## config.mk

```make
export PLATFORM = sky130hd
export DESIGN_NAME = button_autorepeat_press_timer_core
export DESIGN_NICKNAME = d
export VERILOG_FILES = /design/src/bar_pkg.sv /design/src/bar_cfg.sv /design/src/bar_step.sv /design/src/button_autorepeat_press_timer_core.sv
export SDC_FILE = /design/constraint.sdc
export NUM_CORES = 1
export LEC_CHECK = 0
export CAP_MARGIN = 0
export CORE_MARGIN = 3
export CORE_UTILIZATION = 35
export CTS_BUF_LIST = sky130_fd_sc_hd__clkbuf_16
export CTS_CLUSTER_SIZE = 40
export DETAILED_ROUTE_END_ITERATION = 12
export DONT_BUFFER_PORTS = 1
export GPL_ROUTABILITY_DRIVEN = 1
export GPL_TIMING_DRIVEN = 0
export RECOVER_POWER = 50
export SYNTH_ARGS = -nofsm -noshare
export SYNTH_HDL_FRONTEND = slang
export SYNTH_SLANG_ARGS = --single-unit
```

## constraint.sdc

```tcl
create_clock -name clock -period 7.4 [get_ports clock]
set_clock_uncertainty 0.15 [all_clocks]
set_input_delay 0.74 -clock clock [delete_from_list [all_inputs] [get_ports clock]]
set_output_delay 0.74 -clock clock [all_outputs]
set_load 0.1 [all_outputs]
```

## src/bar_pkg.sv

```systemverilog
package bar_pkg;

   // register indexes on the csr port
   localparam logic [1:0] CSR_PIN_INVERT    = 2'd0;
   localparam logic [1:0] CSR_REPEAT_PERIOD = 2'd1;
   localparam logic [1:0] CSR_HOLD_THRESH   = 2'd2;

   localparam int unsigned TIME_W   = 32;
   localparam int unsigned PERIOD_W = 16;

   // reset values of the registers
   localparam logic                PIN_INVERT_RST    = 1'b1;
   localparam logic [PERIOD_W-1:0] REPEAT_PERIOD_RST = 16'd200;
   localparam logic [PERIOD_W-1:0] HOLD_THRESH_RST   = 16'd1000;

   // divide by three: x * ceil(2^17 / 3) >> 17 is exact for every 16-bit x
   localparam int unsigned        DIV3_SHIFT = PERIOD_W + 1;
   localparam logic [PERIOD_W:0]  DIV3_MULT  = 17'd43691;

   typedef struct packed {
      logic                pin_invert;
      logic [PERIOD_W-1:0] repeat_period;
      logic [PERIOD_W-1:0] repeat_third;
      logic [PERIOD_W-1:0] hold_thresh;
   } cfg_type;

   typedef struct packed {
      logic [TIME_W-1:0] now_ms;
      logic              pin_level;
      logic              take_release;
   } item_type;

   typedef struct packed {
      logic              event_res;
      logic              is_pressed;
      logic [TIME_W-1:0] held_ms;
      logic [TIME_W-1:0] release_duration_ms;
   } result_type;

endpackage

```

## src/bar_cfg.sv

```systemverilog
module bar_cfg
   import bar_pkg::*;
(
   input  logic                clock,
   input  logic                reset,
   input  logic                csr_we,
   input  logic [1:0]          csr_index,
   input  logic [PERIOD_W-1:0] csr_wdata,
   output cfg_type             cfg
);

   logic                pin_invert_ff;
   logic [PERIOD_W-1:0] period_ff;
   logic [PERIOD_W-1:0] third_ff;
   logic [PERIOD_W-1:0] thresh_ff;
   logic [PERIOD_W+PERIOD_W:0] third_prod;
   logic [PERIOD_W-1:0] third_in;

   // one third of the written period, worked out as the period is written
   assign third_prod = {{(PERIOD_W+1){1'b0}}, csr_wdata} * {{PERIOD_W{1'b0}}, DIV3_MULT};
   assign third_in   = third_prod[DIV3_SHIFT +: PERIOD_W];

   // register file
   always_ff @(posedge clock) begin
      if (reset) begin
         pin_invert_ff <= PIN_INVERT_RST;
         period_ff     <= REPEAT_PERIOD_RST;
         third_ff      <= PERIOD_W'(REPEAT_PERIOD_RST / 3);
         thresh_ff     <= HOLD_THRESH_RST;
      end else if (csr_we) begin
         case (csr_index)
            CSR_PIN_INVERT: pin_invert_ff <= csr_wdata[0];
            CSR_REPEAT_PERIOD: begin
               period_ff <= csr_wdata;
               third_ff  <= third_in;
            end
            CSR_HOLD_THRESH: thresh_ff <= csr_wdata;
            default: ;
         endcase
      end
   end

   assign cfg.pin_invert    = pin_invert_ff;
   assign cfg.repeat_period = period_ff;
   assign cfg.repeat_third  = third_ff;
   assign cfg.hold_thresh   = thresh_ff;

endmodule

```

## src/bar_step.sv

```systemverilog
module bar_step
   import bar_pkg::*;
(
   input  logic       clock,
   input  logic       reset,
   input  logic       advance,
   input  item_type   item,
   input  cfg_type    cfg,
   output result_type result
);

   // held_ff doubles as the polarity-corrected level of the previous beat
   logic              held_ff,    held_in;
   logic [TIME_W-1:0] start_ff,   start_in;
   logic [TIME_W-1:0] report_ff,  report_in;
   logic [TIME_W-1:0] latched_ff, latched_in;

   logic              level;
   logic              press;
   logic              release_edge;
   logic [TIME_W-1:0] elapsed;
   logic [TIME_W-1:0] since_report;
   logic              fast;
   logic [PERIOD_W-1:0] rate;
   logic              fire;
   logic [TIME_W-1:0] duration;

   // edge detection, repeat test and result fields
   always_comb begin
      level        = item.pin_level ^ cfg.pin_invert;
      press        = level & ~held_ff;
      release_edge = ~level & held_ff;
      elapsed      = item.now_ms - start_ff;
      since_report = item.now_ms - report_ff;
      fast         = (cfg.hold_thresh != '0) &&
                     (elapsed > {{(TIME_W-PERIOD_W){1'b0}}, cfg.hold_thresh});
      rate         = fast ? cfg.repeat_third : cfg.repeat_period;
      fire         = held_ff && level && (cfg.repeat_period != '0) &&
                     (since_report > {{(TIME_W-PERIOD_W){1'b0}}, rate});
      duration     = release_edge ? elapsed : latched_ff;

      held_in    = level;
      start_in   = press ? item.now_ms : (release_edge ? '0 : start_ff);
      report_in  = (press || fire) ? item.now_ms : (release_edge ? '0 : report_ff);
      latched_in = item.take_release ? '0 : duration;

      result.event_res           = press | fire;
      result.is_pressed          = level;
      result.held_ms             = (level && !press) ? elapsed : '0;
      result.release_duration_ms = duration;
   end

   // press state
   always_ff @(posedge clock) begin
      if (reset) begin
         held_ff    <= 1'b0;
         start_ff   <= '0;
         report_ff  <= '0;
         latched_ff <= '0;
      end else if (advance) begin
         held_ff    <= held_in;
         start_ff   <= start_in;
         report_ff  <= report_in;
         latched_ff <= latched_in;
      end
   end

endmodule

```

## src/button_autorepeat_press_timer_core.sv

```systemverilog
// channel | ports      | direction | beat
// request | req_*      | in        | now_ms, pin_level, take_release
// response| rsp_*      | out       | event_res, is_pressed, held_ms, release_duration_ms
// csr     | csr_*      | in        | write enable, index, 16-bit data, no handshake
//
// one beat per cycle while rsp_ready stays high
// rsp valid once an accepted req has passed the input register and then
// the result register, with the press state updated alongside
// synchronous active-high reset clears valids, press state and csr to defaults
// a stalled rsp holds the result register; the input register takes one more beat
// and req_ready then stays low until the result is taken
module button_autorepeat_press_timer_core
   import bar_pkg::*;
(
   input  logic                clock,
   input  logic                reset,
   input  logic                req_valid,
   output logic                req_ready,
   input  logic [TIME_W-1:0]   req_now_ms,
   input  logic                req_pin_level,
   input  logic                req_take_release,
   output logic                rsp_valid,
   input  logic                rsp_ready,
   output logic                rsp_event_res,
   output logic                rsp_is_pressed,
   output logic [TIME_W-1:0]   rsp_held_ms,
   output logic [TIME_W-1:0]   rsp_release_duration_ms,
   input  logic                csr_we,
   input  logic [1:0]          csr_index,
   input  logic [PERIOD_W-1:0] csr_wdata
);

   cfg_type    cfg;
   item_type   item_ff;
   logic       item_valid_ff;
   result_type result;
   result_type rsp_ff;
   logic       rsp_valid_ff;
   logic       advance;
   logic       out_free;

   // handshake control
   assign out_free  = ~rsp_valid_ff | rsp_ready;
   assign advance   = item_valid_ff & out_free;
   assign req_ready = ~item_valid_ff | advance;

   bar_cfg u_cfg (
      .clock     (clock),
      .reset     (reset),
      .csr_we    (csr_we),
      .csr_index (csr_index),
      .csr_wdata (csr_wdata),
      .cfg       (cfg)
   );

   bar_step u_step (
      .clock   (clock),
      .reset   (reset),
      .advance (advance),
      .item    (item_ff),
      .cfg     (cfg),
      .result  (result)
   );

   // input register
   always_ff @(posedge clock) begin
      if (reset) begin
         item_valid_ff <= 1'b0;
      end else if (req_ready) begin
         item_valid_ff <= req_valid;
      end
   end

   always_ff @(posedge clock) begin
      if (req_ready && req_valid) begin
         item_ff.now_ms       <= req_now_ms;
         item_ff.pin_level    <= req_pin_level;
         item_ff.take_release <= req_take_release;
      end
   end

   // result register
   always_ff @(posedge clock) begin
      if (reset) begin
         rsp_valid_ff <= 1'b0;
      end else if (out_free) begin
         rsp_valid_ff <= item_valid_ff;
      end
   end

   always_ff @(posedge clock) begin
      if (advance) begin
         rsp_ff <= result;
      end
   end

   assign rsp_valid               = rsp_valid_ff;
   assign rsp_event_res           = rsp_ff.event_res;
   assign rsp_is_pressed          = rsp_ff.is_pressed;
   assign rsp_held_ms             = rsp_ff.held_ms;
   assign rsp_release_duration_ms = rsp_ff.release_duration_ms;

endmodule

```

==> results of run 1 <==
-- cells in the final DEF (no fill, tap or decap), types with 26 or more instances in the layout --
cell       Yosys  layout
inv_1        260     268
ha_1         223     220
nand2_1      168     168
a21oi_1      155     151
dfxtp_1      147     147
nor2_1       105     102
edfxtp_1     100     100
fa_1          84      83
nand3_1       58      58
clkbuf_1      55      57
o21ai_0       42      41
xnor2_1       39      34
a21o_1        33      33
a32o_1        32      32
nand4_1       30      30
o211ai_1      30      30
a22oi_1       30      30
clkbuf_16      0      27
and2_1        32      26
-- worst paths after layout --
kind | slack (ns) | endpoint | startpoint | cells after the start
hold reg to reg | 0.30 | u_step.start_ff[15] | u_step.start_ff[15] | 2
setup / recovery | -0.77 | u_step.report_ff[19] | item_ff[2] | 34
setup reg to reg | -0.77 | u_step.report_ff[19] | item_ff[2] | 34
hold / removal | 0.15 | item_ff[24] | req_now_ms[22] | 0
-- what timing repair did --
item / 4_1_cts / 5_1_grt
gates resized for setup: 34 / 11
gates cloned: 2 / 0
setup buffers: 19 / 8
setup endpoints to repair: 33 / 33
pin swaps: 29 / 8
-- logic make-up (layout without fill, tap and decap cells) --
kind of cell,count (synthesis),after routing,share of synthesized area [%]
flip-flops,247,247,32.6
XOR/XNOR,58,58,2.79
multiplexers,48,48,2.83
AO/OA/AOI/OAI,445,445,16.5
adder cells (fa/ha/maj),307,307,24.5
AND/OR/NAND/NOR,501,501,13.3
buffers and inverters,344,421,7.40
-- report_power, final --
group	leakage, nW	switching (mW)	internal [mW]	total [mW]
Clock	0.413	0.524	0.657	1.18
Combinational	5.83	1.49	1.08	2.58
Sequential	2.17	0.170	1.49	1.66
Total	8.41	2.19	3.23	5.42
-- final cells by class --
cell class	instances	share of cell area, %
Sequential cell	247	29.3
Clock buffer	27	3.33
Timing Repair Buffer	28	1.15
Inverter	261	4.84
Clock inverter	22	0.469
Multi-Input combinational cell	1359	54.9
Tap cell	672	4.15
Buffer	83	1.87
-- per-stage QoR --
stage / utilization [%] / cells / TNS [ns] / setup WS, ns / hold WS (ns)
after floorplan: - / 1950 / 0 / 0.0452 / 0.282
after global placement: 37.5 / 2622 / -56.22 / -1.76 / 0.290
after detailed placement: 37.5 / 2622 / -57.50 / -1.78 / 0.295
after CTS: 39.7 / 2692 / -24.50 / -0.763 / 0.136
after global routing: 39.9 / 2699 / -32.62 / -1.01 / 0.133
final: 39.9 / 2699 / -24.80 / -0.771 / 0.154
-- critical path: cells and delay by family, from the launching register on --
| kind | cells | cell delay [ns] |
|---|---|---|
| AOI/OAI and AO/OA | 14 | 3.34 |
| adders and majority gates | 4 | 1.13 |
| muxes | 1 | 0.14 |
| and+or+nand+nor | 10 | 1.89 |
| xor gates and xnor gates | 1 | 0.25 |
| buffers and inverters | 4 | 0.61 |
| DFF | 1 | 0.51 |
-- flip-flops by register name (all words and copies together), names as in the netlist, 15 cells and up --
| register | flops |
|---|---|
| rsp_release_duration_ms | 32 |
| u_step.latched_ff | 32 |
| rsp_held_ms | 32 |
| u_cfg.thresh_ff | 16 |
| u_cfg.third_ff | 15 |
| u_step.start_ff | 32 |
| item_ff | 34 |
| u_step.report_ff | 32 |
| u_cfg.period_ff | 16 |
-- per-layer routing --
layer	routed length [um]	share of wire, %	up-vias	track usage [%]
li1	-	-	6988	-
met1	22100	44	7086	23.9
met2	23900	48	375	31.2
met3	2940	5.9	60	2.55
met4	1070	2.1	2	4.25
met5	20	0.040	-	0
==> impl_results.md, run 1 <==
* H-tree levels at 1
* Syn avg cell area at 9.34 sq um
* RSZ-0062 raised after global routing: true
* Post-synth top cells: inv_1, ha_1, nand2_1
* Final-layout fill cell count at 5,063
* Final instance area at 20,300 sq um
* CP arrival at 8.44 ns
* Reg clk slew, reported paths at 0.06 ns
* Dpl hpwl at 39,600 um
* Final hold violations at 0
* Synth warn at 0
* Hold-fix buffers at CTS at 0
* Clk root buf: clkbuf_16
* Most frequent cell after synthesis: inv_1
* Synth-to-Final Area Change at 11.3%
* Post-synth top flop: dfxtp_1
* TritonCTS Buffers at 27
* Area of the multi-input gates at 11,100 sq um
* Post-synthesis sequential area ratio at 32.6%
* Placement Cell Area at 19,100 sq um
* Pins Over Slew Limit at 0
* Synth Instances at 1,950
* Max_cap viols at 0
* Final worst path period share at 110%
* Final setup viols at 33
* Initial Util at 35.9%
* Slew Limit Headroom at 18.6%
* Max FO, Critical Path at 10
* Total Routing Usage GR at 18.1%
* CTS Sinks at 247
* Core Footprint at 50,800 sq um
* Global-route wire length before repair at 78,900 um
* Min-delay worst type: in -> reg
* Worst Tran Pin Value at 1.19 ns
* Highest clock rate at 0.122 GHz
* DIE AREA at 54,800 sq um
* Violated checks: negative setup slack
* # IOs at 125
* Post-synth top area share at 16.5%
* Final Net Count at 2,371
* Syn_nets at 2,314
* Fraction of layout cells with a size suffix above 1 at 7.75%
* Tmin final at 8.17 ns
* Crit path launch type: register
* Routed WL at 50,000 um
* Clk buf depth at 3
* Clock Latency Late Sink at 0.53 ns
* Avg WL per Cell at 18.5 um
* Site Rows at 82
* Remaining DRCs at 0
* CTS tree: built
* Post-synth ARST share at 0%
* Worst setup EP type: register
* CP max stage cell: edfxtp_1
* Die H at 234 um
* Congestion Overflow GR at 0
* Outcome: finished, violations left
* Worst setup margin at -0.771 ns
* Setup CP Type: reg -> reg
* Initial antenna violation count at 1
* Area leader, netlist: edfxtp_1
* Total power at 5.42 mW
* DR iter-0 viols at 844
* Worst VDD drop at 245 uV
* Pre-Repair DR Iteration Count at 5
* Seq cells post-synth at 247
* Antenna Cells at 0
* Pin count of the biggest net entering global routing at 73
* Netlist cell types at 82
* Chip width at 234 um
* Post-synth EDFFs at 100
* Routability-driven placement congestion ratio at 0.901
* Synth top area cells: edfxtp_1, dfxtp_1, ha_1, fa_1, inv_1
* Critical Path Max Stage Delay at 0.51 ns
* WP data required at 7.67 ns
* Static leakage power at 8.41 nW
* ANT nets after route at 0
* Number of global-route vias before repair at 14,513
* Pwr/cell area at 267 nW/um^2
* Via count at 14,511
* I/O Buffers at 0
* FF/Latch Area at 5950 sq um
* Vias/cell at 5.38
* Cell Area, Synth at 18,200 sq um
Note: power is estimated with default switching activity, not from simulation.
==> inputs of run 2 (changes only) <==
Settings changed: CORE_UTILIZATION 35 to 59, PLACE_DENSITY set to 0.78.
Clock period 7.4 ns to 7.3 ns, I/O delays scaled along.
==> run 2 against run 1 <==
The flow still finishes with violations (negative setup slack). Sequential cell count unchanged. Global-route usage is 10 points higher. First-iteration DRC count rose by 50%. Largest cell class unchanged. Non-clock buffer count rose by 8. Power rose by 2.6%. Critical path depth is the same. Clock-buffer cell count fell by 1. Combinational power is essentially flat. Maximum frequency is 2.1% higher. Critical path type unchanged. Highest routed layer unchanged. Clock power up 10%.
==> impl_results.md, run 2 (same netlist as run 1, synthesis figures left out) <==
* Outcome: finished, violations left
* Violated checks: negative setup slack
* Area of the multi-input gates at 11,100 sq um (-0.31%)
* Chip width at 182 um (-22%)
* Site Rows at 63 (-23%)
* Avg WL per Cell at 20.0 um (+8.0%)
* Core Footprint at 30,000 sq um (-41%)
* Slew Limit Headroom at 19.2% (+0.62 points)
* Dpl hpwl at 37,300 um (-6.0%)
* Tmin final at 8.00 ns (-0.168 ns)
* Reg2reg setup slack at -0.70 ns (+0.07 ns)
* Final hold violations at 0 (unchanged)
* Pre-Repair DR Iteration Count at 7 (+2)
* Setup TNS Final at -21.61 ns (+3.19 ns)
* Crit path launch type: register
* Final Net Count at 2,377 (+0.25%)
* Final worst path period share at 110% (-0.78 points)
* Remaining DRCs at 0 (unchanged)
* R2R Path Start: item_ff[2]
* Worst setup EP type: register
* Worst setup margin at -0.703 ns (+0.0677 ns)
* Max reg flops at 34 (unchanged)
* Vias/cell at 6.11 (+14%)
* Commonest non-fill, non-tap cell in the layout: inv_1
* Worst reg2reg path endpoint: u_step.report_ff[23]
* Pins Over Slew Limit at 0 (unchanged)
* Worst Hold End: item_ff[1]
* RSZ-0062 raised after global routing: true
* Fraction of layout cells with a size suffix above 1 at 8.07% (+0.33 points)
* Setup CP Type: reg -> reg
* Worst Tran Pin Value at 1.18 ns (-0.00910 ns)
* Min-delay worst type: in -> reg
* Final-layout fill cell count at 2,317 (-54%)
* Routed WL at 48,500 um (-3.0%)
* Pwr/cell area at 277 nW/um^2 (+3.8%)
* TritonCTS Buffers at 25 (-7.4%)
* I/O Buffers at 0 (unchanged)
* CP arrival at 8.32 ns (-0.12 ns)
* H-tree levels at 1 (unchanged)
* Synth-to-Final Area Change at 10.1%
* Clk root buf: clkbuf_16
* Pin count of the biggest net entering global routing at 46 (-37%)
* Max FO, Critical Path at 5 (-5)
* Reg clk slew, reported paths at 0.07 ns (about the same)
* Top delay family on crit path: compound AO/OA/AOI/OAI gates
* ANT nets after route at 0 (unchanged)
* Clk buf depth at 3 (unchanged)
* Critical Path Max Stage Delay at 0.48 ns (-0.03 ns)
* Total Routing Usage GR at 28.3% (+10 points)
* # IOs at 125 (unchanged)
* Static leakage power at 8.46 nW (+0.62%)
* HP Start: req_pin_level
* Max_cap viols at 0 (unchanged)
* Initial Util at 60.7% (+25 points)
* Clock Latency Late Sink at 0.54 ns (about the same)
* CP max stage cell: or4b_4
* Hold Crit Depth at 0 (unchanged)
* Final setup viols at 33 (unchanged)
* CTS tree: built
* WP data required at 7.62 ns (-0.05 ns)
* Routability-driven placement congestion ratio at 0.973 (+8.0%)
* DIE AREA at 33,000 sq um (-40%)
* DR iter-0 viols at 1,268 (+50%)
* Most frequent cells in the layout: inv_1, ha_1, nand2_1, a21oi_1, dfxtp_1
* Worst VDD drop at 206 uV (-16%)
* Congestion Overflow GR at 0 (unchanged)
* FF/Latch Area at 5950 sq um (unchanged)
* Largest reg by FF count: item_ff
* Initial antenna violation count at 2 (+1)
* Global-route wire length before repair at 75,800 um (-4.0%)
* Via count at 14,799 (+2.0%)
* Finished Core Util at 66.8% (+27 points)
* R2R depth at 34 (unchanged)
* CTS Sinks at 247 (unchanged)
* Hold-fix buffers at CTS at 0 (unchanged)
* Die H at 182 um (-22%)
* WP buf/inv at 5 (+1)
* Highest clock rate at 0.125 GHz (+2.1%)
* Number of global-route vias before repair at 14,718 (+1.4%)
==> run 2: cell types whose count changed in the layout (fill, tap and decap cells not counted), moves of 2 or more <==
cell	change
buf_2	-2
diode_2	+2
mux2_1	+2
bufinv_16	+3
buf_6	+3
clkbuf_1	-2
buf_4	+6
mux2_2	-2
inv_1	-7
==> run 2: worst max path at each step <==
stage / from / endpoint / slack (ns) / depth (start not counted)
final: item_ff[2] / u_step.report_ff[23] / -0.70 / 34
after global routing: item_ff[2] / u_step.report_ff[2] / -0.95 / 33
after CTS: item_ff[2] / u_step.report_ff[9] / -0.61 / 34
after detailed placement: item_ff[2] / u_step.report_ff[29] / -1.32 / 34
after global placement: item_ff[2] / u_step.report_ff[8] / -1.20 / 34
after floorplan: item_ff[2] / u_step.report_ff[31] / 0.01 / 34
==> run 2: area by class of cell <==
type	count	share of cell area, %
clock buffer	26	3.24
clock inverter	20	0.880
timing repair buffer	36	1.57
sequential	247	29.6
antenna	2	0.0250
tap	390	2.43
inverter	261	4.88
buffer	83	1.99
multi-input combinational	1359	55.3
==> run 2: worst reg2reg max path, delay by kind of cell (launching register included) <==
kind | cells | cell delay (ns)
fa+ha+maj | 4 | 1.22
simple gates | 9 | 1.62
compound gates | 14 | 3.52
mux | 1 | 0.13
xor+xnor | 1 | 0.16
flops | 1 | 0.41
buf+inv | 5 | 0.76
==> run 2: repair_timing <==
action | 4_1_cts | 5_1_grt
gates cloned | 2 | 1
hold endpoints to repair | 0 | 0
resized for setup | 38 | 7
pin swaps | 31 | 7
endpoints found under the setup margin | 33 | 33
setup buffers | 25 | 7
==> run 2: power breakdown <==
part / internal (mW) / leakage (nW) / switching (mW)
logic: 1.10 / 5.87 / 1.47
clock network: 0.753 / 0.419 / 0.549
registers: 1.51 / 2.17 / 0.170
==> run 2: through the flow <==
step | area, sq um | power, mW | instances | hold slack [ns] | setup WS [ns]
4_1_cts | 20000 | 5.55 | 2414 | 0.123 | -0.612
3_5_place_dp | 18800 | 4.19 | 2341 | 0.295 | -1.32
5_1_grt | 20100 | 5.98 | 2422 | 0.123 | -0.947
3_3_place_gp | 18700 | 4.10 | 2340 | 0.288 | -1.20
6_report | 20100 | 5.56 | 2424 | 0.138 | -0.703
2_1_floorplan | 18200 | 3.60 | 1950 | 0.282 | 0.0129
==> run 2: layer usage <==
| metal | vias to the layer above | global-route usage, % | part of all wire [%] |
|---|---|---|---|
| met4 | 2 | 10.6 | 4.0 |
| met3 | 132 | 4.41 | 6.8 |
| li1 | 7007 | - | - |
| met5 | - | 0 | 0.027 |
| met2 | 546 | 50.2 | 50 |
| met1 | 7112 | 34.6 | 39 |
